**src/rtl/mbd_ram.sv**
```systemverilog
// Generic simple dual-port RAM: one write port, one registered read port.
// Read returns the old contents on a same-address write. No dependencies.
module mbd_ram #(
  parameter int WIDTH = 32,
  parameter int DEPTH = 16,
  localparam int AW   = $clog2(DEPTH)
) (
  input  logic             clk,
  input  logic             we,
  input  logic [AW-1:0]    waddr,
  input  logic [WIDTH-1:0] wdata,
  input  logic [AW-1:0]    raddr,
  output logic [WIDTH-1:0] rdata
);

  logic [WIDTH-1:0] mem [DEPTH];

  // Write and registered read
  always_ff @(posedge clk) begin
    if (we) begin
      mem[waddr] <= wdata;
    end
    rdata <= mem[raddr];
  end

endmodule

```
**config.mk**
```make
export PLATFORM = sky130hd
export DESIGN_NAME = mbd_ram
export DESIGN_NICKNAME = d
export VERILOG_FILES = /design/src/rtl/mbd_ram.sv
export SDC_FILE = /design/constraint.sdc
export NUM_CORES = 1
export LEC_CHECK = 0
export BUFFER_PORTS_ARGS = -buffer_cell sky130_fd_sc_hd__buf_4
export CAP_MARGIN = 0
export CORE_UTILIZATION = 50
export DETAILED_ROUTE_END_ITERATION = 10
export PLACE_DENSITY = 0.69
export SLEW_MARGIN = 10
export SYNTH_ARGS = -nofsm -noshare
export SYNTH_HDL_FRONTEND = slang
export SYNTH_SLANG_ARGS = --single-unit
```
**constraint.sdc**
```tcl
create_clock -name clk -period 3.6 [get_ports clk]
set_clock_uncertainty 0.2 [all_clocks]
set_input_delay 0.54 -clock clk [delete_from_list [all_inputs] [get_ports clk]]
set_output_delay 0.54 -clock clk [all_outputs]
set_load 0.1 [all_outputs]
```
==> impl_metrics.env, run 1 <==
export IMPL_critPathMaxFanout=1
export IMPL_final_min_clock_period_ns=2.041
export IMPL_syn2layout_area_growth_pct=16.26
export IMPL_core_rowCount=72
export IMPL_pwr_share_seq_pct=53.2
export IMPL_hpwl_mm=21.86
export IMPL_setup_ws_ns=1.559
export IMPL_fin_util_pct=59.31
export IMPL_relSlewSlack_pct=23.18
export IMPL_outcome="completed"
export IMPL_crit_buf_inv=1
export IMPL_pwr_share_comb_pct=7.2
export IMPL_hold_buffers=0
export IMPL_yosysUniqueCellTypes=18
export IMPL_timing_final_crit_share_pct=56.68
export IMPL_pwr_density_cell_nw_per_um2=580.4
export IMPL_drive_above_1_share_pct=33.50
export IMPL_ys_warnings_count=0
export IMPL_worstHoldStart="wdata[29]"
export IMPL_path_delay_family="flip-flops"
export IMPL_antenna_found_initial=0
export IMPL_antenna_left=0
export IMPL_synth_top_area_cell="edfxtp_1"
export IMPL_cts_inserted_buffers=52
export IMPL_ir_drop_v=0.0003469
export IMPL_grt_pass1_vias=9239
export IMPL_cts_buffer_depth=3
export IMPL_cts_resized=0
export IMPL_max_stage_delay_ns=0.39
export IMPL_postCtsSetupBuffers=0
export IMPL_syn_area_per_cell_um2=23.69
export IMPL_p_sw_w=0.002971
export IMPL_cts_root_buffer_cell="clkbuf_16"
export IMPL_antennaDiodeCount=0
export IMPL_swShare_pct=22.18
export IMPL_yosysMostFrequentCell="edfxtp_1"
export IMPL_min_path_type="in2reg"
export IMPL_tightest_slew_ns=1.150
export IMPL_core_um2=38920
export IMPL_drv_cap=0
export IMPL_cts_htree_levels=2
export IMPL_fin_nets=998
export IMPL_final_setup_tns_ns=0
export IMPL_pwr_share_clk_pct=39.6
export IMPL_die_width_um=201.3
export IMPL_clk_pin_slew_ns=0.06
export IMPL_finalWirelength_mm=39.41
export IMPL_crit_type="reg2out"
export IMPL_grt_max_degree=42
export IMPL_async_reset_ff_share_pct=0
export IMPL_ys_flop_type="edfxtp_1"
export IMPL_ys_ff_latch=544
export IMPL_dr_first_iter_drc_count=935
export IMPL_rsz0062_at_grt="no"
export IMPL_clk_insertion_delay_late_ns=0.60
export IMPL_stdcell_count=1518
export IMPL_yosys_area_top_type_share_pct=77.44
export IMPL_synth_seq_area_share_pct=80.67
export IMPL_clock_sinks=544
export IMPL_drtPass1Iterations=5
export IMPL_worstPathRequired_ns=2.86
export IMPL_syn_inst=838
export IMPL_synth_nets=880
export IMPL_hold_viol=0
export IMPL_end_kind="output port"
export IMPL_cp_arrival_ns=1.30
export IMPL_slowest_stage="dfxtp_1"
export IMPL_grt_overflow=0
export IMPL_synthTopCellsByArea="edfxtp_1 (77%), mux4_2 (15%), dfxtp_1 (3.2%), a22oi_1 (2.4%), nand2_1 (0.62%)"
export IMPL_grt_total_usage_pct=20.14
export IMPL_grt_pass1_wl_mm=59.73
export IMPL_p_int_w=0.01043
export IMPL_die_area_um2=40510
export IMPL_pre_cts_slack_ns=0.9632
export IMPL_fmax_mhz=490.0
export IMPL_reg2reg_from="mem[11][16]"
export IMPL_vias=9039
export IMPL_io_buffers=73
export IMPL_cp_start_kind="register"
export IMPL_dp_cells=1420
export IMPL_syn_area_um2=19850
export IMPL_crit_chain="buf_4"
export IMPL_ios=74
export IMPL_routedWlPerCell_um=25.96
export IMPL_synth_edf_count=512
export IMPL_start_util_pct=51.02
export IMPL_maxSlewViolCount=0
export IMPL_crit_start="rdata[5]"
export IMPL_routabilityCongestion=0.7246
export IMPL_tritoncts="yes"
export IMPL_setup_viol=0
export IMPL_die_h_um=201.3
export IMPL_drcViolationCount=0
export IMPL_leakage_nw=7.435
export IMPL_synth_top_cells_by_count="edfxtp_1 (512), mux4_2 (128), a22oi_1 (64), nand2_1 (33), dfxtp_1 (32)"
export IMPL_avgViaCountPerCell=5.955
[power by group through the flow]
stage	Combinational [W]	Sequential (W)	Clock, W
4_1_cts	0.000971	0.00713	0.00539
3_5_place_dp	0.000970	0.00726	0
6_report	0.000960	0.00713	0.00531
3_3_place_gp	0.000960	0.00726	0
5_1_grt	0.00101	0.00714	0.00563
2_1_floorplan	0.000340	0.00756	0
[worst register-to-register path: cells and delay by family, from the launching register on]
| kind | cells | cell delay, ns |
|---|---|---|
| muxes | 1 | 0.49 |
| DFF | 1 | 0.37 |
| AOI/OAI and AO/OA | 1 | 0.33 |
| and+or+nand+nor | 1 | 0.10 |
[state kept, by name, indices dropped and copies added (netlist names)]
name and cells:
mem 512, rdata 32
[final cells by class]
cell class | instances | area [um2]
fillers | 2751 | 15840
repair buffers | 107 | 972.2
flip-flops and latches | 544 | 16020
clock buffers | 76 | 1504
well taps | 518 | 648.1
multi-input cells | 251 | 3769
clock inverters | 22 | 173.9
[layer usage]
layer,GRT usage (%),part of all wire (%),wire length (um)
met1,30.57,45,17730
met2,30.49,47,18610
met3,3.936,6.0,2357
met4,4.897,1.8,711
met5,0,0,0
[cell families after synthesis]
logic type | synth area share, %
flops | 80.67
buf+inv | 1.122
mux | 14.52
compound gates | 2.420
simple gates | 1.273
[per-stage QoR]
step	area [um2]	total power, W	hold slack (ns)
finish	23080	0.01340	0.04415
global route	23080	0.01378	0.03553
CTS	23080	0.01349	0.01998
detailed placement	21400	0.008233	0.4525
global placement	21400	0.008217	0.4455
floorplan	19870	0.007896	0.4349
[worst paths after layout]
| check | to | slack, ns | cells after the start |
|---|---|---|---|
| min | mem[1][29] | 0.04 | 1 |
| min reg2reg | rdata[15] | 0.46 | 3 |
| max | rdata[5] | 1.56 | 1 |
| max reg2reg | rdata[16] | 1.98 | 3 |
[cell usage in the layout (no fill, tap or decap), types with 4 or more instances in the layout]
master and instances:
buf_4 93, mux4_2 128, dfxtp_1 32, clkbuf_1 15, clkinv_1 4, edfxtp_1 512
a22oi_1 64, clkbuf_16 54, nand2_1 33, clkbuf_8 8, buf_12 13, clkinv_2 12
nor2_4 13
(Power assumes the default switching activity.)
==> run 2, diff against run 1 <==
--- a/config.mk
+++ b/config.mk
@@ -5,6 +5,7 @@
 export SDC_FILE = /design/constraint.sdc
 export NUM_CORES = 1
 export LEC_CHECK = 0
+export ABC_AREA = 1
 export BUFFER_PORTS_ARGS = -buffer_cell sky130_fd_sc_hd__buf_4
 export CAP_MARGIN = 0
 export CORE_UTILIZATION = 50
==> constraint.sdc (replaced) <==
create_clock -name clk -period 1.6 [get_ports clk]
set_clock_uncertainty 0.2 [all_clocks]
set_input_delay 0.24 -clock clk [delete_from_list [all_inputs] [get_ports clk]]
set_output_delay 0.24 -clock clk [all_outputs]
set_load 0.1 [all_outputs]
==> run 2 against run 1 <==
  * The flow now finishes with violations (setup timing)
  * Register-to-register slack worse by 1.6 ns
  * Combinational power grew to 3.2 times the previous value
  * Synthesized area is 14% higher
  * Power up 130%
  * Die area rose by 14%
  * Largest power group unchanged
==> impl_metrics.env, run 2 <==
export IMPL_outcome="finished, violations left"
export IMPL_violations="setup timing"
export IMPL_cts_inserted_buffers=54
export IMPL_hold_viol=0
export IMPL_wl_met3_mm=2.357
export IMPL_postCtsSetupBuffers=0
export IMPL_synth_top_area_cell="edfxtp_1"
export IMPL_final_area_um2=27240
export IMPL_critPathMaxFanout=1
export IMPL_dr_max_layer_used="met4"
export IMPL_end_kind="output port"
export IMPL_fin_nets=2305
export IMPL_r2r_end="rdata[2]"
export IMPL_die_h_um=215.2
export IMPL_path_depth=1
export IMPL_reg2reg_from="mem[15][2]"
export IMPL_drtPass1Iterations=5
export IMPL_die_area_um2=46320
export IMPL_synth_seq_area_share_pct=70.46
export IMPL_syn2layout_area_growth_pct=19.85
export IMPL_largest_register_ffs=512
export IMPL_holdPathStages=6
export IMPL_crit_buf_inv=1
export IMPL_crit_start="rdata[18]"
export IMPL_synth_xor_area_share_pct=0
export IMPL_rsz0062_at_grt="yes"
export IMPL_core_rowCount=77
export IMPL_pwr_density_cell_nw_per_um2=1138
export IMPL_cp_start_kind="register"
export IMPL_hpwl_mm=30.04
export IMPL_leakage_nw=11.55
export IMPL_routabilityCongestion=0.7812
export IMPL_final_common_cell="nand2_1"
export IMPL_tightest_slew_ns=0.3272
export IMPL_clock_sinks=544
export IMPL_timing_final_crit_share_pct=100.5
export IMPL_synth_nets=2162
export IMPL_muxShareOfSynthArea_pct=0
export IMPL_worstHoldStart="raddr[1]"
export IMPL_synth_top_cells_by_count="nand2_1 (677), edfxtp_1 (512), inv_1 (388), nand3_1 (385), buf_2 (41)"
export IMPL_die_width_um=215.2
export IMPL_start_util_pct=51.07
export IMPL_antennaDiodeCount=0
export IMPL_maxSlewViolCount=0
export IMPL_antenna_found_initial=0
export IMPL_tritoncts="yes"
export IMPL_fmax_mhz=622.2
export IMPL_avgViaCountPerCell=5.101
export IMPL_core_um2=44510
export IMPL_async_reset_ff_share_pct=0
export IMPL_synthTopCellsByArea="edfxtp_1 (68%), nand2_1 (11%), nand3_1 (8.5%), inv_1 (6.4%), dfxtp_1 (2.8%)"
export IMPL_slowest_stage="dfxtp_4"
export IMPL_ir_drop_v=0.0009057
export IMPL_finalWirelength_mm=50.64
export IMPL_drive_above_1_share_pct=12.61
export IMPL_ys_flop_type="edfxtp_1"
export IMPL_pre_cts_slack_ns=-0.04835
export IMPL_syn_area_per_cell_um2=10.72
export IMPL_routedWlPerCell_um=17.47
export IMPL_final_setup_tns_ns=-0.01154
export IMPL_top_regs="mem: 512 flops, rdata: 32 flops"
export IMPL_vias=14790
export IMPL_grt_total_usage_pct=22.51
export IMPL_grt_max_degree=51
export IMPL_crit_chain="buf_12"
export IMPL_syn_inst=2120
export IMPL_drcViolationCount=0
export IMPL_regMostFlops="mem"
export IMPL_dpl_cell_area_um2=24790
export IMPL_cts_buffer_depth=3
export IMPL_drv_cap=0
export IMPL_yosysUniqueCellTypes=15
export IMPL_cp_arrival_ns=1.17
export IMPL_ys_ff_latch=544
export IMPL_layout_common_cells="nand2_1 (673), edfxtp_1 (512), inv_1 (386)"
export IMPL_ios=74
export IMPL_yosys_area_top_type_share_pct=67.64
export IMPL_yosysMostFrequentCell="nand2_1"
export IMPL_syn_area_um2=22730
export IMPL_ff2ff_setup_slack_ns=0.34
export IMPL_stdcell_count=2899
export IMPL_min_path_type="in2reg"
export IMPL_grt_pass1_vias=14970
export IMPL_crit_type="reg2out"
export IMPL_synth_compound_area_share_pct=0
export IMPL_dr_first_iter_drc_count=1182
export IMPL_max_stage_delay_ns=0.37
export IMPL_wl_met2_mm=25.40
export IMPL_synth_adder_area_share_pct=0
export IMPL_cts_htree_levels=2
export IMPL_setup_viol=3
export IMPL_synthSimpleGateAreaFrac_pct=20.00
export IMPL_clk_pin_slew_ns=0.06
export IMPL_worstPathRequired_ns=1.16
export IMPL_min_to="rdata[3]"
export IMPL_setup_ws_ns=-0.007260
export IMPL_totalPowerFinal_w=0.03101
export IMPL_final_min_clock_period_ns=1.607
export IMPL_ys_warnings_count=0
export IMPL_path_delay_family="flip-flops"
export IMPL_antenna_left=0
export IMPL_dp_cells=2765
export IMPL_relSlewSlack_pct=78.19
export IMPL_synth_top_family_by_area="simple AND/OR/NAND/NOR gates"
export IMPL_grt_pass1_wl_mm=80.62
export IMPL_cts_root_buffer_cell="clkbuf_16"
export IMPL_clk_insertion_delay_late_ns=0.61
export IMPL_synth_edf_count=512
export IMPL_drt_met1_wl_mm=21.28
export IMPL_worst_r2r_cell_count=6
export IMPL_grt_overflow=0
export IMPL_io_buffers=73
run 2: worst max path at each step:
| stage | slack [ns] | endpoint |
|---|---|---|
| floorplan | -0.18 | mem[10][0] |
| global placement | 0.004 | rdata[4] |
| detailed placement | -0.05 | rdata[12] |
| CTS | -0.04 | rdata[0] |
| global route | -0.03 | rdata[0] |
| finish | -0.007 | rdata[18] |
run 2: area by class of cell:
class	instances	area (um2)
Inverter	390	1471
Clock inverter	23	151.4
Clock buffer	77	1508
Sequential cell	544	16070
Timing Repair Buffer	192	2609
Multi-Input combinational cell	1081	4690
Tap cell	592	740.7
Fill cell	3461	17270
run 2: power by group:
| part | total [W] | switching, W | internal [W] |
|---|---|---|---|
| combinational | 0.00303 | 0.00198 | 0.00105 |
| sequential | 0.0161 | 0.000156 | 0.0159 |
| clock | 0.0119 | 0.00518 | 0.00670 |
| total | 0.0310 | 0.00731 | 0.0237 |
run 2: cell families after synthesis:
kind of cell  count (synthesis)
flops                       544
simple gates               1081
buf+inv                     495
run 2: what timing repair did:
item,in CTS,in global routing
endpoints found under the setup margin,32,13
hold buffers,34,0
hold endpoints to repair,538,0
gates resized for setup,135,0
run 2: per-stage QoR:
stage,hold WS [ns],util (%)
4_1_cts,0.06714,61.20
5_1_grt,0.09967,61.20
3_5_place_dp,0.3405,55.68
6_report,0.08683,61.20
2_1_floorplan,0.1389,-
3_3_place_gp,0.3378,55.68
run 2: metal layers:
layer	global-route usage, %	up-vias
met4	9.598	0
met3	2.449	107
met2	38.78	424
li1	-	7126
met1	28.92	7132
met5	0	-
==> run 3, diff against run 2 <==
==> constraint.sdc (replaced) <==
create_clock -name clk -period 1.6 [get_ports clk]
set_clock_uncertainty 0.2 [all_clocks]
set_input_delay 0.24 -clock clk [delete_from_list [all_inputs] [get_ports clk]]
set_output_delay 0.24 -clock clk [all_outputs]
set_load 0.005 [all_outputs]
==> run 3 against run 2 <==
  * The run now ends clean
  * Routed wire length barely moved
  * Register-to-register slack barely moved
  * Worst setup slack better by 0.037 ns
  * Critical path type unchanged
  * Clock power about the same
==> impl_metrics.env, run 3 (same netlist as run 2, synthesis figures left out) <==
export IMPL_outcome="completed"
export IMPL_final_min_clock_period_ns=1.571
export IMPL_grt_pass1_vias=14930
export IMPL_tightest_slew_ns=0.3274
export IMPL_fin_nets=2305
export IMPL_vias=14720
export IMPL_hpwl_mm=30.04
export IMPL_die_h_um=215.2
export IMPL_pwr_density_cell_nw_per_um2=1121
export IMPL_core_um2=44510
export IMPL_grt_pass1_wl_mm=80.38
export IMPL_dpl_cell_area_um2=24790
export IMPL_layout_common_cells="nand2_1 (673), edfxtp_1 (512), inv_1 (386)"
export IMPL_cp_arrival_ns=1.13
export IMPL_regMostFlops="mem"
export IMPL_antennaDiodeCount=0
export IMPL_clock_sinks=544
export IMPL_relSlewSlack_pct=78.17
export IMPL_tritoncts="yes"
export IMPL_min_path_type="in2reg"
export IMPL_setup_viol=0
export IMPL_pwr_share_seq_pct=53.4
export IMPL_syn2layout_area_growth_pct=17.86
export IMPL_grt_total_usage_pct=22.44
export IMPL_cp_start_kind="register"
export IMPL_final_area_um2=26790
export IMPL_cts_root_buffer_cell="clkbuf_16"
export IMPL_ios=74
export IMPL_max_stage_delay_ns=0.39
export IMPL_drcViolationCount=0
export IMPL_largest_register_ffs=512
export IMPL_pwr_share_comb_pct=7.1
export IMPL_antenna_found_initial=0
export IMPL_critPathMaxFanout=1
export IMPL_timing_final_crit_share_pct=98.16
export IMPL_pwr_share_clk_pct=39.6
export IMPL_cts_inserted_buffers=54
export IMPL_hold_viol=0
export IMPL_drv_cap=0
export IMPL_r2r_end="rdata[2]"
export IMPL_fmax_mhz=636.7
export IMPL_routedWlPerCell_um=17.47
export IMPL_core_rowCount=77
export IMPL_clk_insertion_delay_late_ns=0.61
export IMPL_p_int_w=0.02344
export IMPL_start_util_pct=51.07
export IMPL_crit_chain="buf_4"
export IMPL_worstPathRequired_ns=1.16
export IMPL_drtPass1Iterations=5
export IMPL_clk_pin_slew_ns=0.06
export IMPL_holdWs_ns=0.08992
export IMPL_end_kind="output port"
export IMPL_routabilityCongestion=0.7812
export IMPL_slowest_stage="dfxtp_1"
export IMPL_final_common_cell="nand2_1"
export IMPL_finalWirelength_mm=50.64
export IMPL_rsz0062_at_grt="no"
export IMPL_ir_drop_v=0.0009082
export IMPL_holdPathStages=4
export IMPL_crit_type="reg2out"
export IMPL_die_area_um2=46320
export IMPL_dr_first_iter_drc_count=1180
export IMPL_grt_max_degree=51
export IMPL_cts_htree_levels=2
export IMPL_grt_overflow=0
export IMPL_io_buffers=73
export IMPL_swShare_pct=21.98
export IMPL_p_sw_w=0.006602
export IMPL_reg2reg_from="mem[15][2]"
export IMPL_maxSlewViolCount=0
export IMPL_die_width_um=215.2
export IMPL_min_to="mem[3][17]"
export IMPL_crit_buf_inv=1
export IMPL_top_regs="mem: 512 flops, rdata: 32 flops"
export IMPL_drive_above_1_share_pct=11.40
export IMPL_avgViaCountPerCell=5.078
export IMPL_antenna_left=0
export IMPL_cts_buffer_depth=3
export IMPL_worst_r2r_cell_count=6
export IMPL_ff2ff_setup_slack_ns=0.34
export IMPL_worstHoldStart="we"
export IMPL_path_delay_family="flip-flops"
export IMPL_leakage_nw=11.41
## run 3: changes by cell type in the layout (fill, tap and decap cells not counted)
cell and change:
buf_12 -32, buf_4 +32, dfxtp_1 +28, dfxtp_2 -21, dfxtp_4 -7
## run 3: timing repair
item / in CTS / in global routing
endpoints found under the setup margin: 4 / 0
hold endpoints to repair: 538 / 0
gates resized for setup: 4 / 0
hold buffers: 34 / 0
buffers inserted: 0 / 0
## run 3: cell type report
type | count | area [um2]
Tap cell | 592 | 740.7
Timing Repair Buffer | 192 | 2208
Multi-Input combinational cell | 1081 | 4690
Fill cell | 3533 | 17720
Sequential cell | 544 | 16020
Inverter | 390 | 1471
Clock inverter | 23 | 151.4
Clock buffer | 77 | 1508
## run 3: metrics by stage
stage	setup TNS, ns	std cells	power, W	util [%]	worst slack [ns]
floorplan	-45.20	2120	0.01743	-	-0.1766
finish	0	2899	0.03004	60.19	0.02947
global route	0	2899	0.03098	60.19	0.01758
global placement	0	2765	0.01834	55.68	0.003824
CTS	0	2899	0.03024	60.19	0.009943
detailed placement	-0.08086	2765	0.01839	55.68	-0.04835
## run 3: routing by layer
layer,global-route usage (%),routed length [um],vias to the layer above
li1,-,-,7132
met1,28.91,21380,7084
met2,38.57,25260,398
met3,2.449,2427,106
met4,9.598,1567,0
met5,0,0,-
## run 3: how the worst max path moves through the flow
stage | depth (start not counted) | slack [ns] | start | to
finish | 1 | 0.03 | rdata[11] | rdata[11]
global route | 1 | 0.02 | rdata[11] | rdata[11]
CTS | 1 | 0.01 | rdata[0] | rdata[0]
detailed placement | 8 | -0.05 | raddr[0] | rdata[12]
global placement | 9 | 0.004 | raddr[0] | rdata[4]
floorplan | 2 | -0.18 | waddr[2] | mem[10][0]
## run 3: power by group through the flow
stage / registers [W] / logic, W / clock network, W
final: 0.0160 / 0.00212 / 0.0119
after detailed placement: 0.0163 / 0.00205 / 0
after global routing: 0.0161 / 0.00234 / 0.0126
after global placement: 0.0163 / 0.00201 / 0
after floorplan: 0.0163 / 0.00111 / 0
after CTS: 0.0160 / 0.00213 / 0.0121
